===== src/rtl/wav_header_parser_top_defines.svh =====
// Assertion macros shared by the WAV header parser RTL.
// Included by the modules that check their own logic; no other dependencies.
`ifndef WAV_HEADER_PARSER_TOP_DEFINES_SVH
`define WAV_HEADER_PARSER_TOP_DEFINES_SVH

`ifndef SYNTHESIS
// Plain check that holds at every clock edge outside reset.
`define WAVHP_ASSERT(label, prop, msg) \
    label: assert property (@(posedge i_clk) disable iff (!i_rst_n) (prop)) else $error(msg);
// Same-cycle implication.
`define WAVHP_ASSERT_IMP(label, pre, post, msg) \
    label: assert property (@(posedge i_clk) disable iff (!i_rst_n) (pre) |-> (post)) \
        else $error(msg);
// Next-cycle implication.
`define WAVHP_ASSERT_NEXT(label, pre, post, msg) \
    label: assert property (@(posedge i_clk) disable iff (!i_rst_n) (pre) |=> (post)) \
        else $error(msg);
`else
`define WAVHP_ASSERT(label, prop, msg)
`define WAVHP_ASSERT_IMP(label, pre, post, msg)
`define WAVHP_ASSERT_NEXT(label, pre, post, msg)
`endif

`endif


===== src/rtl/wavhp_pkg.sv =====
// Types, codes and constants of the WAV header parser.
// No dependencies; used by the channel interfaces, the core and the top level.
package wavhp_pkg;

    // Chunk identifiers, first byte in the low bits as they arrive on the stream.
    localparam logic [31:0] FCC_WAVE = 32'h45564157;
    localparam logic [31:0] FCC_FMT  = 32'h20746D66;
    localparam logic [31:0] FCC_DATA = 32'h61746164;
    localparam logic [31:0] FCC_DISP = 32'h50534944;
    localparam logic [31:0] FCC_LIST = 32'h5453494C;
    localparam logic [31:0] FCC_FACT = 32'h74636166;

    // Byte positions inside the headers.
    localparam logic [31:0] POS_FORM_ID   = 32'd8;
    localparam logic [31:0] POS_HDR_LAST  = 32'd11;
    localparam logic [31:0] POS_SIZE_FRST = 32'd4;
    localparam logic [31:0] POS_CHDR_LAST = 32'd7;
    localparam logic [31:0] POS_FMT_TAG   = 32'd0;
    localparam logic [31:0] POS_FMT_CHAN  = 32'd2;
    localparam logic [31:0] POS_FMT_RATE0 = 32'd4;
    localparam logic [31:0] POS_FMT_RATE3 = 32'd7;
    localparam logic [31:0] POS_FMT_BITS  = 32'd14;

    localparam logic [31:0] FMT_MIN_SIZE  = 32'd16;
    localparam logic [7:0]  FMT_TAG_PCM   = 8'd1;

    // Configuration register reset values.
    localparam logic [31:0] RST_RATE     = 32'd8000;
    localparam logic [7:0]  RST_BITS     = 8'd8;
    localparam logic [7:0]  RST_CHANNELS = 8'd1;
    localparam logic [31:0] RST_MIN_DATA = 32'd1024;
    localparam logic [7:0]  RST_MAX_FMT  = 8'd100;

    localparam int CFG_IDX_W = 3;

    typedef enum logic [CFG_IDX_W-1:0] {
        CFG_REQ_RATE     = 3'd0,
        CFG_REQ_BITS     = 3'd1,
        CFG_REQ_CHANNELS = 3'd2,
        CFG_MIN_DATA     = 3'd3,
        CFG_MAX_FMT      = 3'd4
    } t_cfg_idx;

    typedef enum logic [1:0] {
        ST_INVALID  = 2'd0,
        ST_BAD_RATE = 2'd1,
        ST_READY    = 2'd2
    } t_status;

    typedef enum logic [4:0] {
        PH_HEADER = 5'b00001,
        PH_CHUNK  = 5'b00010,
        PH_FMT    = 5'b00100,
        PH_SKIP   = 5'b01000,
        PH_DONE   = 5'b10000
    } t_phase;

    // Configuration register file as seen by the core.
    typedef struct packed {
        logic [31:0] req_rate;
        logic [7:0]  req_bits;
        logic [7:0]  req_channels;
        logic [31:0] min_data;
        logic [7:0]  max_fmt;
    } t_cfg;

    // Result of one processed byte.
    typedef struct packed {
        logic        valid;
        logic [1:0]  status;
        logic [31:0] data_size;
    } t_result;

endpackage


===== src/rtl/wavhp_channels.sv =====
// Valid/ready channel interfaces of the WAV header parser: input bytes,
// results and configuration writes. Depends on wavhp_pkg.
interface wavhp_in_if;
    logic       valid;
    logic       ready;
    logic [7:0] data_byte;
    logic       stream_end;

    modport source (output valid, output data_byte, output stream_end, input ready);
    modport sink   (input valid, input data_byte, input stream_end, output ready);
endinterface

interface wavhp_out_if;
    logic        valid;
    logic        ready;
    logic [1:0]  status;
    logic [31:0] data_size;

    modport source (output valid, output status, output data_size, input ready);
    modport sink   (input valid, input status, input data_size, output ready);
endinterface

interface wavhp_cfg_if;
    import wavhp_pkg::*;
    logic                 valid;
    logic                 ready;
    logic [CFG_IDX_W-1:0] index;
    logic [31:0]          data;

    modport source (output valid, output index, output data, input ready);
    modport sink   (input valid, input index, input data, output ready);
endinterface


===== src/rtl/wav_header_parser_top.sv =====
// Top level of the WAV header parser: input register, configuration registers,
// parser core and result register. Depends on wavhp_pkg, the channel interfaces,
// wavhp_core and the assertion macros.
//
//  Channel    Modport  Payload                       Transfer
//  i_in_ch    sink     data_byte[7:0], stream_end    valid && ready
//  o_out_ch   source   status[1:0], data_size[31:0]  valid && ready
//  i_cfg_ch   sink     index[2:0], data[31:0]        valid && ready (ready is always high)
//
// One byte is taken per cycle while the result channel is not stalled; a byte is held in the
// input register, and its result is then written into the result register, from which it leaves.
// i_rst_n is synchronous and active low; it restores the register reset values and
// puts the parser at the start of the RIFF header. A stalled result holds the result
// register, and the input register then holds one byte before i_in_ch.ready drops.
`include "wav_header_parser_top_defines.svh"

module wav_header_parser_top (
    input logic      i_clk,
    input logic      i_rst_n,
    wavhp_in_if.sink   i_in_ch,
    wavhp_out_if.source o_out_ch,
    wavhp_cfg_if.sink  i_cfg_ch
);
    import wavhp_pkg::*;

    logic       r_in_valid;
    logic [7:0] r_in_byte;
    logic       r_in_end;
    logic       r_out_valid;
    logic [1:0] r_out_status;
    logic [31:0] r_out_size;
    t_cfg       r_cfg;
    t_result    core_res;
    logic       step;

    // The core steps when the result register is free or is being emptied.
    assign step           = r_in_valid && (!r_out_valid || o_out_ch.ready);
    assign i_in_ch.ready  = !r_in_valid || step;
    assign i_cfg_ch.ready = 1'b1;

    // Input register.
    always_ff @(posedge i_clk) begin
        if (!i_rst_n) begin
            r_in_valid <= 1'b0;
        end else if (i_in_ch.ready) begin
            r_in_valid <= i_in_ch.valid;
        end
    end

    always_ff @(posedge i_clk) begin
        if (i_in_ch.valid && i_in_ch.ready) begin
            r_in_byte <= i_in_ch.data_byte;
            r_in_end  <= i_in_ch.stream_end;
        end
    end

    // Configuration registers; writes to unknown indexes are dropped.
    always_ff @(posedge i_clk) begin
        if (!i_rst_n) begin
            r_cfg <= '{req_rate: RST_RATE, req_bits: RST_BITS, req_channels: RST_CHANNELS,
                       min_data: RST_MIN_DATA, max_fmt: RST_MAX_FMT};
        end else if (i_cfg_ch.valid && i_cfg_ch.ready) begin
            case (i_cfg_ch.index)
                CFG_REQ_RATE:     r_cfg.req_rate     <= i_cfg_ch.data;
                CFG_REQ_BITS:     r_cfg.req_bits     <= i_cfg_ch.data[7:0];
                CFG_REQ_CHANNELS: r_cfg.req_channels <= i_cfg_ch.data[7:0];
                CFG_MIN_DATA:     r_cfg.min_data     <= i_cfg_ch.data;
                CFG_MAX_FMT:      r_cfg.max_fmt      <= i_cfg_ch.data[7:0];
                default: begin
                end
            endcase
        end
    end

    wavhp_core u_core (
        .i_clk   (i_clk),
        .i_rst_n (i_rst_n),
        .i_step  (step),
        .i_byte  (r_in_byte),
        .i_end   (r_in_end),
        .i_cfg   (r_cfg),
        .o_res   (core_res)
    );

    // Result register.
    always_ff @(posedge i_clk) begin
        if (!i_rst_n) begin
            r_out_valid <= 1'b0;
        end else if (step) begin
            r_out_valid <= core_res.valid;
        end else if (o_out_ch.ready) begin
            r_out_valid <= 1'b0;
        end
    end

    always_ff @(posedge i_clk) begin
        if (step && core_res.valid) begin
            r_out_status <= core_res.status;
            r_out_size   <= core_res.data_size;
        end
    end

    assign o_out_ch.valid     = r_out_valid;
    assign o_out_ch.status    = r_out_status;
    assign o_out_ch.data_size = r_out_size;

    // Input backpressure only comes from a held byte.
    `WAVHP_ASSERT_IMP(a_in_stall, !i_in_ch.ready, r_in_valid && r_out_valid,
        "input stalled without a held byte and a pending result")
    // Only the three defined status codes leave the block.
    `WAVHP_ASSERT_IMP(a_status_code, o_out_ch.valid,
        o_out_ch.status == ST_INVALID || o_out_ch.status == ST_BAD_RATE
        || o_out_ch.status == ST_READY,
        "undefined status code on the result channel")
    // A data size is carried only with the ready status.
    `WAVHP_ASSERT_IMP(a_size_zero, o_out_ch.valid && o_out_ch.status != ST_READY,
        o_out_ch.data_size == 32'd0,
        "nonzero data size with a failing status")

endmodule


===== src/rtl/wavhp_core.sv =====
// Parser state machine: phase, byte counter, chunk id and size, fmt fields.
// One byte is processed per step. Depends on wavhp_pkg and the assertion macros.
`include "wav_header_parser_top_defines.svh"

module wavhp_core (
    input  logic              i_clk,
    input  logic              i_rst_n,
    input  logic              i_step,
    input  logic [7:0]        i_byte,
    input  logic              i_end,
    input  wavhp_pkg::t_cfg   i_cfg,
    output wavhp_pkg::t_result o_res
);
    import wavhp_pkg::*;

    t_phase      r_phase,    n_phase;
    logic [31:0] r_count,    n_count;
    logic [31:0] r_id,       n_id;
    logic [31:0] r_size,     n_size;
    logic [7:0]  r_fmt_tag,  n_fmt_tag;
    logic [7:0]  r_chan,     n_chan;
    logic [7:0]  r_bits,     n_bits;
    logic [31:0] r_rate,     n_rate;

    logic [31:0] count_inc;
    logic [31:0] id_shift;
    logic [31:0] size_shift;
    logic [31:0] size_pad;

    // Little-endian shift registers and even padding of the new size.
    assign count_inc  = r_count + 32'd1;
    assign id_shift   = {i_byte, r_id[31:8]};
    assign size_shift = {i_byte, r_size[31:8]};
    assign size_pad   = size_shift + {31'd0, size_shift[0]};

    // Next-state and result logic for one byte.
    always_comb begin
        n_phase   = r_phase;
        n_count   = r_count;
        n_id      = r_id;
        n_size    = r_size;
        n_fmt_tag = r_fmt_tag;
        n_chan    = r_chan;
        n_bits    = r_bits;
        n_rate    = r_rate;
        o_res     = '{valid: 1'b0, status: ST_INVALID, data_size: 32'd0};

        if (i_step && i_end) begin
            // End of stream: back to the start; early end is reported as invalid.
            n_phase   = PH_HEADER;
            n_count   = 32'd0;
            n_id      = 32'd0;
            n_size    = 32'd0;
            n_fmt_tag = 8'd0;
            n_chan    = 8'd0;
            n_bits    = 8'd0;
            n_rate    = 32'd0;
            o_res.valid = (r_phase != PH_DONE);
        end else if (i_step) begin
            case (r_phase)
                PH_HEADER: begin
                    if (r_count >= POS_FORM_ID) begin
                        n_id = id_shift;
                    end
                    n_count = count_inc;
                    if (r_count == POS_HDR_LAST) begin
                        n_count = 32'd0;
                        if (id_shift != FCC_WAVE) begin
                            n_phase     = PH_DONE;
                            o_res.valid = 1'b1;
                        end else begin
                            n_phase = PH_CHUNK;
                        end
                    end
                end
                PH_CHUNK: begin
                    if (r_count < POS_SIZE_FRST) begin
                        n_id = id_shift;
                    end else begin
                        n_size = size_shift;
                    end
                    n_count = count_inc;
                    if (r_count == POS_CHDR_LAST) begin
                        n_count = 32'd0;
                        if (r_id == FCC_FMT) begin
                            n_size = size_pad;
                            if (size_pad > {24'd0, i_cfg.max_fmt} || size_pad < FMT_MIN_SIZE) begin
                                n_phase     = PH_DONE;
                                o_res.valid = 1'b1;
                            end else begin
                                n_phase = PH_FMT;
                            end
                        end else if (r_id == FCC_DATA) begin
                            n_phase     = PH_DONE;
                            o_res.valid = 1'b1;
                            if (size_shift >= i_cfg.min_data) begin
                                o_res.status    = ST_READY;
                                o_res.data_size = size_shift;
                            end
                        end else if (r_id == FCC_DISP || r_id == FCC_LIST || r_id == FCC_FACT) begin
                            n_size  = size_pad;
                            n_phase = (size_pad == 32'd0) ? PH_CHUNK : PH_SKIP;
                        end else begin
                            n_phase     = PH_DONE;
                            o_res.valid = 1'b1;
                        end
                    end
                end
                PH_FMT: begin
                    // Capture the fields of interest, then check them when the last byte arrives.
                    if (r_count == POS_FMT_TAG) begin
                        n_fmt_tag = i_byte;
                    end else if (r_count == POS_FMT_CHAN) begin
                        n_chan = i_byte;
                    end else if (r_count >= POS_FMT_RATE0 && r_count <= POS_FMT_RATE3) begin
                        n_rate = {i_byte, r_rate[31:8]};
                    end else if (r_count == POS_FMT_BITS) begin
                        n_bits = i_byte;
                    end
                    n_count = count_inc;
                    if (count_inc == r_size) begin
                        n_count = 32'd0;
                        if (n_fmt_tag != FMT_TAG_PCM || n_chan != i_cfg.req_channels
                                || n_bits != i_cfg.req_bits) begin
                            n_phase     = PH_DONE;
                            o_res.valid = 1'b1;
                        end else if (n_rate != i_cfg.req_rate) begin
                            n_phase      = PH_DONE;
                            o_res.valid  = 1'b1;
                            o_res.status = ST_BAD_RATE;
                        end else begin
                            n_phase = PH_CHUNK;
                        end
                    end
                end
                PH_SKIP: begin
                    n_count = count_inc;
                    if (count_inc == r_size) begin
                        n_count = 32'd0;
                        n_phase = PH_CHUNK;
                    end
                end
                PH_DONE: begin
                    // Bytes after a result are dropped.
                end
                default: begin
                    n_phase = PH_HEADER;
                end
            endcase
        end
    end

    // Parser state registers.
    always_ff @(posedge i_clk) begin
        if (!i_rst_n) begin
            r_phase   <= PH_HEADER;
            r_count   <= 32'd0;
            r_id      <= 32'd0;
            r_size    <= 32'd0;
            r_fmt_tag <= 8'd0;
            r_chan    <= 8'd0;
            r_bits    <= 8'd0;
            r_rate    <= 32'd0;
        end else begin
            r_phase   <= n_phase;
            r_count   <= n_count;
            r_id      <= n_id;
            r_size    <= n_size;
            r_fmt_tag <= n_fmt_tag;
            r_chan    <= n_chan;
            r_bits    <= n_bits;
            r_rate    <= n_rate;
        end
    end

    // The RIFF header phase never counts past its last byte.
    `WAVHP_ASSERT_IMP(a_header_count, r_phase == PH_HEADER, r_count <= POS_HDR_LAST,
        "header byte counter ran past the form id")
    // Inside a fmt body the counter stays below a legal padded size.
    `WAVHP_ASSERT_IMP(a_fmt_bounds, r_phase == PH_FMT,
        r_count < r_size && r_size >= FMT_MIN_SIZE && r_size[31:8] == 24'd0,
        "fmt body counter or size out of range")
    // A result from a data byte always leaves the parser in the done phase.
    `WAVHP_ASSERT_NEXT(a_result_done, i_step && !i_end && o_res.valid, r_phase == PH_DONE,
        "result given without entering the done phase")

endmodule


===== src/flat_wrapper.sv =====
// flat-port wrapper written by rule: the top's interface ports become plain ports
module wav_header_parser_top_flat import wavhp_pkg::*;
  (i_clk, i_rst_n, i_in_ch_valid, i_in_ch_data_byte, i_in_ch_stream_end, i_in_ch_ready, o_out_ch_valid, o_out_ch_status, o_out_ch_data_size, o_out_ch_ready, i_cfg_ch_valid, i_cfg_ch_index, i_cfg_ch_data, i_cfg_ch_ready);
  wavhp_in_if i_in_ch_i ();
  wavhp_out_if o_out_ch_i ();
  wavhp_cfg_if i_cfg_ch_i ();
  input logic i_clk;
  input logic i_rst_n;
  input wire logic [$bits(i_in_ch_i.valid)-1:0] i_in_ch_valid;
  input wire logic [$bits(i_in_ch_i.data_byte)-1:0] i_in_ch_data_byte;
  input wire logic [$bits(i_in_ch_i.stream_end)-1:0] i_in_ch_stream_end;
  output wire logic [$bits(i_in_ch_i.ready)-1:0] i_in_ch_ready;
  output wire logic [$bits(o_out_ch_i.valid)-1:0] o_out_ch_valid;
  output wire logic [$bits(o_out_ch_i.status)-1:0] o_out_ch_status;
  output wire logic [$bits(o_out_ch_i.data_size)-1:0] o_out_ch_data_size;
  input wire logic [$bits(o_out_ch_i.ready)-1:0] o_out_ch_ready;
  input wire logic [$bits(i_cfg_ch_i.valid)-1:0] i_cfg_ch_valid;
  input wire logic [$bits(i_cfg_ch_i.index)-1:0] i_cfg_ch_index;
  input wire logic [$bits(i_cfg_ch_i.data)-1:0] i_cfg_ch_data;
  output wire logic [$bits(i_cfg_ch_i.ready)-1:0] i_cfg_ch_ready;
  assign i_in_ch_i.valid = i_in_ch_valid;
  assign i_in_ch_i.data_byte = i_in_ch_data_byte;
  assign i_in_ch_i.stream_end = i_in_ch_stream_end;
  assign i_in_ch_ready = i_in_ch_i.ready;
  assign o_out_ch_valid = o_out_ch_i.valid;
  assign o_out_ch_status = o_out_ch_i.status;
  assign o_out_ch_data_size = o_out_ch_i.data_size;
  assign o_out_ch_i.ready = o_out_ch_ready;
  assign i_cfg_ch_i.valid = i_cfg_ch_valid;
  assign i_cfg_ch_i.index = i_cfg_ch_index;
  assign i_cfg_ch_i.data = i_cfg_ch_data;
  assign i_cfg_ch_ready = i_cfg_ch_i.ready;
  wav_header_parser_top u_core (.i_clk(i_clk), .i_rst_n(i_rst_n), .i_in_ch(i_in_ch_i), .o_out_ch(o_out_ch_i), .i_cfg_ch(i_cfg_ch_i));
endmodule

===== config.mk =====
export PLATFORM = sky130hd
export DESIGN_NAME = wav_header_parser_top_flat
export DESIGN_NICKNAME = d
export VERILOG_FILES = /design/src/rtl/wavhp_pkg.sv /design/src/rtl/wavhp_channels.sv /design/src/rtl/wav_header_parser_top.sv /design/src/rtl/wavhp_core.sv /design/src/flat_wrapper.sv
export VERILOG_INCLUDE_DIRS = /design/src /design/src/rtl
export SDC_FILE = /design/constraint.sdc
export NUM_CORES = 1
export LEC_CHECK = 0
export ABC_AREA = 1
export BUFFER_PORTS_ARGS = -buffer_cell sky130_fd_sc_hd__buf_2
export CAP_MARGIN = 20
export CORE_MARGIN = 2
export CORE_UTILIZATION = 51
export CTS_CLUSTER_SIZE = 30
export DETAILED_ROUTE_END_ITERATION = 7
export PLACE_DENSITY = 0.74
export SLEW_MARGIN = 5
export SYNTH_ARGS = -nofsm -noshare
export SYNTH_HDL_FRONTEND = slang
export SYNTH_SLANG_ARGS = --single-unit

===== constraint.sdc =====
create_clock -name i_clk -period 4.6 [get_ports i_clk]
set_input_delay 0.46 -clock i_clk [delete_from_list [all_inputs] [get_ports i_clk]]
set_output_delay 0.46 -clock i_clk [all_outputs]
set_load 0.01 [all_outputs]

Word-level counts from Yosys, hierarchy flattened
Cells that the tools add are included.
Widths: inputs -> output; s select.
{ "totals": {"reg_bits": 290, "inputBits": 49, "out_inout_bits": 37, "word_cells": 170} }
{ "op_classes": {"addsub": 2, "magnitude_cmp": 7, "n_eq_ne": 31, "muxes": 70, "bitwise": 7, "n_reduce_logical": 34} }
{ "ops": {"columns": ["cell", "count"], "rows": [
  ["$mux 32", 17],
  ["$eq 32x31->1 const B", 4],
  ["$mux 8", 16],
  ["$mux 34", 3],
  ["$pmux 32 s3", 1],
  ["$mux 35", 2],
  ["$eq 32x4->1 const B", 2],
  ["$logic_not 32->1", 2],
  ["$pmux 32 s2", 1],
  ["$mux 5", 11],
  ["$add 32x1->32", 1],
  ["$add 32x1->32 const B", 1],
  ["$eq 32x2->1 const B", 1],
  ["$eq 32x3->1 const B", 1],
  ["$eq 32x30->1 const B", 1],
  ["$eq 32x32->1", 1],
  ["$ge 32x3->1 const B", 1],
  ["$ge 32x32->1", 1],
  ["$ge 32x4->1 const B", 1],
  ["$gt 32x8->1", 1],
  ["$le 32x3->1 const B", 1],
  ["$lt 32x3->1 const B", 1],
  ["$lt 32x5->1 const B", 1],
  ["$ne 32x31->1 const B", 1],
  ["other kinds (32)", 78]
]} }

Logic depth before layout (Yosys ltp)
Gate-level depths: netlist of run 1.
{ "logic_depth": {"depth_word": 18, "depth_mapped": 24, "depth_no_buf": 24} }

Cells and area by module
From an unflattened synthesis of run 1, not the netlist that was laid out.
{ "hier_totals": {"hier_cells": 2907, "area_unflattened_um2": 18472.7} }
{ "modules_own_cells": {"columns": ["module", "instances", "cells_per_inst", "area_per_inst_um2", "seq_area_each_um2"], "rows": [
  ["wavhp_core", 1, 2332, 13551.7, 3143.0],
  ["wav_header_parser_top", 1, 575, 4921.0, 3093.0]
]} }

Least setup slack after synthesis of run 1
Ideal clock, no wire load.
{ "synth_path": {"path_kind": "register to register", "start": "reg u_core.u_core.r_size[10]", "end": "reg u_core.r_out_size[0], in the netlist u_core.o_out_ch.data_size[0] (enable)", "setup_time_ns": 0.392, "arrival_time_ns": 3.000, "t_required_ns": 4.208, "path_slack_ns": 1.208, "stages_incl_launch_ff": 22, "n_path_buf": 1, "synth_period_minus_slack_ns": 3.392, "path_cell_list": "dfxtp_1 clkbuf_2 inv_1 nor3_1 nand2_1 xor2_1 inv_1 ha_1 nand2_1 o21ai_0 nand2_1 nand2_1 o21ai_0 nand2_1 nor2_1 nand3_1 nand3_1 nand2_1 inv_1 nand2_1 nand2_1 nand2_1"} }
{ "synth_via": {"elab_chain_len": 10, "elab_cells_between_ends": 13, "classes_between": "1 x add/sub; 2 x order compare; 1 x eq/ne; 7 x mux; 2 x reduce/logical"} }
{ "synth_lines": {"columns": ["item", "line", "rtl"], "rows": [
  ["start, declared", "wavhp_core.sv:19", "logic [31:0] r_size, n_size;"],
  ["start signal, assigned", "wavhp_core.sv:168", "r_size <= n_size;"],
  ["$add 32x1->32", "wavhp_core.sv:34", "assign size_pad = size_shift + {31'd0, size_shift[0]};"],
  ["$gt 32x8->1 / $lt 32x5->1 (equally long branches)", "wavhp_core.sv:87", "if (size_pad > {24'd0, i_cfg.max_fmt} || size_pad < FMT_MIN_SIZE) begin"],
  ["$logic_or 1x1->1", "wavhp_core.sv:87", null],
  ["$mux 1", "wavhp_core.sv:87", null],
  ["$mux 1", "wavhp_core.sv:85", "if (r_id == FCC_FMT) begin"],
  ["$mux 35", "wavhp_core.sv:83", "if (r_count == POS_CHDR_LAST) begin"],
  ["$pmux 1 s3 *", "wavhp_core.sv:60", "case (r_phase)"],
  ["$mux 35 *", "wavhp_core.sv:59", "end else if (i_step) begin"],
  ["$mux 1 *", "wavhp_core.sv:48", "if (i_step && i_end) begin"],
  ["$logic_and 1x1->1 *", "wav_header_parser_top.sv:97", "if (step && core_res.valid) begin"],
  ["end signal, assigned", "wav_header_parser_top.sv:99", "r_out_size <= core_res.data_size;"],
  ["end, declared", "wav_header_parser_top.sv:31", "logic [31:0] r_out_size;"]
]} }
Mark *: on every way between the ends. The rest lies on a longest branch, timed or not.
A chain may end at the register's enable or synchronous reset.

Worst setup path in the final report of run 1
{ "layout_path": {"start": "reg u_core.u_core.r_count[0]", "end": "reg u_core.r_out_size[12], in the netlist u_core.o_out_ch.data_size[12] (enable)"} }
{ "layout_via": {"elab_chain_len": 18, "elab_cells_between_ends": 49, "classes_between": "1 x add/sub; 2 x order compare; 9 x eq/ne; 32 x mux; 5 x reduce/logical"} }
{ "layout_lines": {"columns": ["item", "line", "rtl"], "rows": [
  ["start, declared", "wavhp_core.sv:17", "logic [31:0] r_count, n_count;"],
  ["start signal, assigned", "wavhp_core.sv:166", "r_count <= n_count;"],
  ["$ge 32x3->1 / $le 32x3->1 (equally long branches)", "wavhp_core.sv:115", "end else if (r_count >= POS_FMT_RATE0 && r_count <= POS_FMT_RATE3) begin"],
  ["$logic_and 1x1->1", "wavhp_core.sv:115", null],
  ["$mux 32", "wavhp_core.sv:115", null],
  ["$mux 32", "wavhp_core.sv:113", "end else if (r_count == POS_FMT_CHAN) begin"],
  ["$mux 32", "wavhp_core.sv:111", "if (r_count == POS_FMT_TAG) begin"],
  ["$mux 32", "wavhp_core.sv:60", null],
  ["$mux 32", "wavhp_core.sv:59", null],
  ["$mux 32", "wavhp_core.sv:48", null],
  ["[... 2 more ...]", null, null],
  ["$mux 3", "wavhp_core.sv:59", null],
  ["$mux 3", "wavhp_core.sv:48", null],
  ["$mux 1", "wavhp_core.sv:123", "if (n_fmt_tag != FMT_TAG_PCM || n_chan != i_cfg.req_channels"],
  ["$mux 3", "wavhp_core.sv:121", "if (count_inc == r_size) begin"],
  ["$pmux 1 s3 *", "wavhp_core.sv:60", null],
  ["$mux 35 *", "wavhp_core.sv:59", null],
  ["$mux 1 *", "wavhp_core.sv:48", null],
  ["$logic_and 1x1->1 *", "wav_header_parser_top.sv:97", null]
]} }
Mark *: on every way between the ends. The rest lies on a longest branch, timed or not. The select of a mux whose other input is x is not followed.

==> metrics, run 1 <==
Total Negative Setup Slacks=0 ns; floorplan die height=between 150 and 200 um; Vias=18800; Overall Power=a little over 0.006 W; Critical Path Source Type=flip-flop; FMAX=235 MHz; worst ir drop on vdd=0.000304 V; # resized after CTS=0; average detailed-routed wire length per instance=18.8 um; number of buffers inserted by post-CTS setup repair=0; count of endpoints failing setup in the final report=0; total overflow reported by the global router=0; average footprint of a synthesized cell=6.50 sq um; Area growth, synth to finish=11.6%; LEAKAGE=8.63 nW; total iterations of the first detailed-routing run=6; class of the most critical hold timing path=primary input to flip-flop; total power per unit cell area=slightly above 300 nW/um^2; cts hold-fix bufs=0; kind of critical path=flip-flop to flip-flop; via count normalized by instance count=5.81; Seq/Total Area, Yosys=0.352; cell depth of the worst flop-to-flop path=20; number of enable-type register cells in the synthesized netlist=43; most common library cell in the layout ignoring fill and taps=sky130_fd_sc_hd__nand2_1; H-Tree Level Count=2; result of the run=finished clean; arrival time of data at the critical path endpoint=4.49 ns; worst slew margin relative to its limit=0.261; Overall Global Routing Usage=0.332; final slew viol count=0; clock root buffer=sky130_fd_sc_hd__clkbuf_16; initial core utilization=0.515; slew of the pin with the lowest slew margin=~1.1 ns; number of buffers created by CTS=35; synthesized netlist net count=2813; worst setup slack before clock tree synthesis=0.501 ns; DRC viols=0; clock insertion delay at the later pin of the skew report=0.56 ns; Min Hold Slack=0.0782 ns; cell area after technology mapping=17700 sq um; Top FF cell, synth=sky130_fd_sc_hd__dfxtp_1; count of unique library cells instantiated by Yosys=60; fraction of final layout cells sized beyond drive strength 1=0.0849; async set-or-reset flop fraction in the synthesized netlist=0; Yosys warnings=0; worst-case setup margin in the final layout=0.346 ns; TritonCTS clock tree=built; routed wire length=61000 um; area share of the leading cell type in the synthesized netlist=0.279; Detailed Place HPWL=43900 um; biggest area consumer among synthesized cells=sky130_fd_sc_hd__dfxtp_1; width of the chip=190 um; biggest area contributors in the synthesized netlist=sky130_fd_sc_hd__dfxtp_1 28%, sky130_fd_sc_hd__nand2_1 14%, sky130_fd_sc_hd__inv_1 7.3%; clock skew=0.0294 ns; num ports=86; number of cells produced by synthesis=2721; number of nets at the end of the flow=2846; critical path capture point type=flip-flop; initial antenna violation count=0; Die Footprint=36200 sq um; required time at the worst-slack endpoint=roughly 4.8 ns; highest-count cells in the layout ignoring fill and taps=659 x sky130_fd_sc_hd__nand2_1, 344 x sky130_fd_sc_hd__inv_1, 325 x sky130_fd_sc_hd__nor2_1, 247 x sky130_fd_sc_hd__dfxtp_1, 203 x sky130_fd_sc_hd__o21ai_0; number of global-route vias before repair=about 17000; TritonCTS sink count=290; 1st-iter DRT viols=1751; count of nets left with antenna violations after detail routing=0; global-route wire length before repair=94100 um; maximum clock path buffer count=3; count of maximum capacitance violations=0; critical path peak fanout=34; crit share post-route=0.925; FP Rows=68; number of register bits inferred by synthesis=290; maximum number of pins on one net before global-route repair=88; WHS Path Cells=1; setup repair after global routing missed its margin=no; last weighted congestion value of the routability-driven placer=1.02; final hold violation count=0; antenna cell count=0; clock input transition at the sequential cells of the worst setup and hold paths=0.06 ns; placeable core region=34400 sq um; total of buffers placed on input and output ports=84; Final min period=4.25 ns
[registers in the layout, indices dropped and copies added, names as in the netlist]
name / flops
u_core.o_out_ch.data_size: 32
u_core.o_out_ch.status: 2
u_core.o_out_ch.valid: 1
u_core.r_cfg: 88
u_core.r_in_byte: 8
u_core.r_in_end: 1
u_core.r_in_valid: 1
u_core.u_core.r_bits: 8
u_core.u_core.r_chan: 8
u_core.u_core.r_count: 32
u_core.u_core.r_fmt_tag: 8
u_core.u_core.r_id: 32
u_core.u_core.r_phase: 5
u_core.u_core.r_rate: 32
u_core.u_core.r_size: 32
[power by group]
group	switching (W)	internal, W
Sequential	0.0000324	0.00261
Clock	0.00118	0.00183
Combinational	0.000303	0.000117
Total	0.00152	0.00456
[cell type report]
class	instances	area [sq um]
inverter	359	1350
clock buffer	45	1040
tap	455	569
clock inverter	17	215
sequential	290	6240
timing repair buffer	119	736
fill	3344	14600
multi-input combinational	1949	9600
[cell families (layout without fill, tap and decap cells)]
kind of cell,count (synthesis),in the layout,synth area share
compound gates,505,505,0.158
xor+xnor,34,34,0.0172
fa+ha+maj,43,43,0.0304
buf+inv,482,540,0.107
flops,290,290,0.352
other cells,1,1,0.000212
simple gates,1366,1366,0.335
[cell usage after synthesis (all sizes together), types with 2 or more instances]
| cell | instances |
|---|---|
| edfxtp | 43 |
| ha | 43 |
| o31ai | 2 |
| o31a | 2 |
| o21ai | 206 |
| clkinv | 5 |
| a31oi | 31 |
| nor3 | 59 |
| o21bai | 3 |
| and2 | 3 |
| a211oi | 10 |
| buf | 24 |
| o211ai | 51 |
| inv | 354 |
| o22ai | 2 |
| dfxtp | 247 |
| xor2 | 33 |
| o311ai | 3 |
| clkbuf | 99 |
| nand4 | 46 |
| nand2 | 670 |
| nand3 | 185 |
| nor2 | 350 |
| or2 | 2 |
| nand3b | 27 |
| nor3b | 4 |
| nor4 | 17 |
| o221ai | 3 |
| a21oi | 186 |
[worst max-delay path: stages, from the launching register on]
cell and delay, ns:
sky130_fd_sc_hd__dfxtp_1 0.41, sky130_fd_sc_hd__inv_1 0.21, sky130_fd_sc_hd__ha_1 0.60, sky130_fd_sc_hd__nand3_1 0.14, sky130_fd_sc_hd__nor2_1 0.13, sky130_fd_sc_hd__nand2_1 0.09, sky130_fd_sc_hd__nor2_2 0.39, sky130_fd_sc_hd__nand2_1 0.17
sky130_fd_sc_hd__nand3_1 0.12, sky130_fd_sc_hd__nand2_1 0.06, sky130_fd_sc_hd__nor2_1 0.11, sky130_fd_sc_hd__nand2_1 0.07, sky130_fd_sc_hd__nor2_1 0.16, sky130_fd_sc_hd__nand2_1 0.08, sky130_fd_sc_hd__nor2_2 0.28, sky130_fd_sc_hd__nand3_1 0.21
sky130_fd_sc_hd__nand3_1 0.20, sky130_fd_sc_hd__nand2_1 0.07, sky130_fd_sc_hd__nand2_1 0.08, sky130_fd_sc_hd__nand2_1 0.05, sky130_fd_sc_hd__buf_4 0.26
[layer usage]
metal	share of wire	global-route usage	vias up	routed length, um
met1	0.40	0.434	8672	24600
met5	0	0	-	0
met2	0.45	0.532	949	27200
met3	0.092	0.0490	196	5610
met4	0.058	0.177	0	3520
li1	-	-	8977	-
[through the flow]
stage / cell area (sq um) / utilization / std cells
2_1_floorplan: 17700 / - / 2721
3_3_place_gp: 18400 / 0.536 / 3169
3_5_place_dp: 18400 / 0.536 / 3170
4_1_cts: 19700 / 0.573 / 3232
5_1_grt: 19700 / 0.574 / 3234
6_report: 19700 / 0.574 / 3234
[worst paths after layout]
check / startpoint / end / slack (ns)
max: u_core.u_core.r_count[0] / u_core.o_out_ch.data_size[12] / 0.35
max reg2reg: u_core.u_core.r_count[0] / u_core.o_out_ch.data_size[12] / 0.35
min: i_in_ch_data_byte[5] / u_core.r_in_byte[5] / 0.08
min reg2reg: u_core.u_core.r_id[6] / u_core.u_core.r_id[6] / 0.45
No activity file was read; power rests on OpenSTA's default activity.
==> inputs of run 2 (changes only) <==
- ABC_AREA: 1 -> not set
- SKIP_LAST_GASP: not set -> 1
==> metrics, run 2 <==
result of the run=finished clean; Total Negative Setup Slacks=0 ns; Detailed Place HPWL=38500 um; initial core utilization=0.517; worst slew margin relative to its limit=0.360; TritonCTS sink count=290; async set-or-reset flop fraction in the synthesized netlist=0; largest stage delay on the critical path=0.66 ns; class of the most critical hold timing path=primary input to flip-flop; number of nets at the end of the flow=2226; FP Rows=66; last weighted congestion value of the routability-driven placer=around 1; kind of critical path=flip-flop to flip-flop; Worst Hold Launch=i_in_ch_data_byte[6]; global-route wire length before repair=between 80000 and 90000 um; Yosys warnings=0; Overall Global Routing Usage=0.311; clock skew=0.0153 ns; average footprint of a synthesized cell=approximately 8.1 sq um; number of register bits inferred by synthesis=290; total iterations of the first detailed-routing run=5; setup repair after global routing missed its margin=no; most frequent cell after synthesis=sky130_fd_sc_hd__nand2_1; most common library cell in the layout ignoring fill and taps=sky130_fd_sc_hd__nand2_1; cell depth of the worst flop-to-flop path=11; DRC viols=0; ranking of synthesized cells by instance count=332 x sky130_fd_sc_hd__nand2_1, 247 x sky130_fd_sc_hd__dfxtp_1, 140 x sky130_fd_sc_hd__clkbuf_1; count of maximum capacitance violations=0; WHS Path Cells=1; FMAX=~230 MHz; Critical Path Source Type=flip-flop; biggest area consumer among synthesized cells=sky130_fd_sc_hd__dfxtp_1; num ports=86; Top reg by flops=u_core.r_cfg; worst-case setup margin in the final layout=0.199 ns; number of buffers created by CTS=34; count of nets left with antenna violations after detail routing=0; max FFs per register=88; via count normalized by instance count=6.13; LEAKAGE=7.04 nW; Die Footprint=between 30000 and 40000 sq um; slew of the pin with the lowest slew margin=0.952 ns; Area growth, synth to finish=14.3%; Final min period=4.40 ns; Seq/Total Area, Yosys=0.371; fraction of final layout cells sized beyond drive strength 1=0.131; crit share post-route=0.957; biggest area contributors in the synthesized netlist=sky130_fd_sc_hd__dfxtp_1 29%, sky130_fd_sc_hd__edfxtp_1 7.7%, sky130_fd_sc_hd__nand2_1 7.4%; number of enable-type register cells in the synthesized netlist=43; total overflow reported by the global router=0; required time at the worst-slack endpoint=~4.8 ns; antenna cell count=0; register-to-register path setup slack=0.20 ns; Slowest-stage cell, CP=sky130_fd_sc_hd__nor4_1; Top FF cell, synth=sky130_fd_sc_hd__dfxtp_1; Vias=15900; clock input transition at the sequential cells of the worst setup and hold paths=around 0.06 ns; cell area after technology mapping=between 15000 and 20000 sq um; synthesized netlist net count=2169; maximum number of pins on one net before global-route repair=92; number of buffers and inverters on the critical path=1; final hold violation count=0; arrival time of data at the critical path endpoint=between 4 and 5 ns; floorplan die height=between 150 and 200 um; clock root buffer=sky130_fd_sc_hd__clkbuf_16; total of buffers placed on input and output ports=between 80 and 90; launching point of the worst reg2reg path=u_core.u_core.r_count[11]; clock insertion delay at the later pin of the skew report=between 0.5 and 0.6 ns; TritonCTS clock tree=built; average detailed-routed wire length per instance=20.8 um; placeable core region=32500 sq um; highest-count cells in the layout ignoring fill and taps=331 x sky130_fd_sc_hd__nand2_1, 247 x sky130_fd_sc_hd__dfxtp_1, 123 x sky130_fd_sc_hd__a21oi_1, 121 x sky130_fd_sc_hd__nor2_1, 98 x sky130_fd_sc_hd__buf_4; area share of the leading cell type in the synthesized netlist=0.294; worst ir drop on vdd=0.000253 V; worst flop-to-flop path endpoint=u_core.o_out_ch.data_size[19]; initial antenna violation count=1; Worst Hold End=u_core.r_in_byte[6]; H-Tree Level Count=2; 1st-iter DRT viols=1591; worst setup slack before clock tree synthesis=about 0.13 ns; maximum clock path buffer count=3; number of cells produced by synthesis=2077; cts hold-fix bufs=0; total power per unit cell area=300 nW/um^2; number of global-route vias before repair=15000; critical path peak fanout=17; ordered list of cells on the worst path=nor4_1 -> nand3_1 -> or3_1 -> mux2i_1 -> a22o_1 -> or4_1 -> nor4_2 -> o311ai_1 -> a22oi_1 -> buf_4 -> nor2_4; critical path capture point type=flip-flop; count of endpoints failing setup in the final report=0; Worst path top cell family by delay=simple AND/OR/NAND/NOR gates; routed wire length=54100 um; final slew viol count=0; width of the chip=between 150 and 200 um; count of unique library cells instantiated by Yosys=78
## run 2: changes by cell type after synthesis, moves of 36 or more
cell,delta
sky130_fd_sc_hd__o21ai_0,-156
sky130_fd_sc_hd__xnor2_1,+66
sky130_fd_sc_hd__a21boi_0,+76
sky130_fd_sc_hd__and3_1,+51
sky130_fd_sc_hd__nand3_1,-112
sky130_fd_sc_hd__inv_1,-256
sky130_fd_sc_hd__clkbuf_1,+43
sky130_fd_sc_hd__a21oi_1,-58
sky130_fd_sc_hd__nor2_1,-205
sky130_fd_sc_hd__nand2_1,-328
sky130_fd_sc_hd__o211ai_1,-36
sky130_fd_sc_hd__mux2i_1,+82
## run 2: worst max-delay path by stage
| stage | slack, ns | startpoint | to | depth (start not counted) |
|---|---|---|---|---|
| 2_1_floorplan | 0.02 | u_core.u_core.r_count[8] | u_core.o_out_ch.data_size[0] | 12 |
| 3_5_place_dp | 0.13 | u_core.u_core.r_count[11] | u_core.o_out_ch.data_size[20] | 11 |
| 4_1_cts | 0.09 | u_core.u_core.r_count[11] | u_core.o_out_ch.data_size[19] | 11 |
| 3_3_place_gp | 0.17 | u_core.u_core.r_count[11] | u_core.o_out_ch.data_size[21] | 11 |
| 5_1_grt | 0.03 | u_core.u_core.r_count[0] | u_core.o_out_ch.data_size[21] | 13 |
| 6_report | 0.20 | u_core.u_core.r_count[11] | u_core.o_out_ch.data_size[19] | 11 |
## run 2: stage by stage
step / area [sq um] / hold WS [ns] / std cells / utilization / total power, W
6_report: 19200 / 0.0998 / 2600 / 0.591 / 0.00578
5_1_grt: 19200 / 0.0939 / 2600 / 0.591 / 0.00594
4_1_cts: 19200 / 0.0902 / 2597 / 0.589 / 0.00580
3_5_place_dp: 18000 / 0.460 / 2537 / 0.553 / 0.00298
3_3_place_gp: 17900 / 0.440 / 2535 / 0.551 / 0.00297
2_1_floorplan: 16800 / 0.431 / 2077 / - / 0.00285
## run 2: timing repair
item,4_1_cts,5_1_grt
resized for setup,0,3
endpoints found under the setup margin,0,35
buffers inserted,0,0
## run 2: cell type report
| type | instances | area [sq um] |
|---|---|---|
| multi-input combinational | 1533 | 9690 |
| inverter | 89 | 334 |
| clock inverter | 19 | 275 |
| tap | 442 | 553 |
| clock buffer | 41 | 897 |
| timing repair buffer | 186 | 1250 |
| fill | 2957 | 13300 |
| sequential | 290 | 6240 |
## run 2: cells by family after synthesis
family,synth area share
AND/OR/NAND/NOR,0.251
AO/OA/AOI/OAI,0.181
flip-flops,0.371
buffers and inverters,0.0594
XOR/XNOR,0.0557
multiplexers,0.0501
adder cells (fa/ha/maj),0.0320
other,0.000223
## run 2: routing by layer
layer,track usage,share of wire
met1,0.419,0.43
met2,0.512,0.45
met3,0.0434,0.082
met4,0.106,0.033
met5,0,0
## run 2: report_power, final
part | internal, W | leakage, nW | switching, W | total [W]
sequential | 0.00259 | 2.46 | 0.0000285 | 0.00262
combinational | 0.000110 | 4.02 | 0.000204 | 0.000314
clock | 0.00170 | 0.559 | 0.00114 | 0.00284
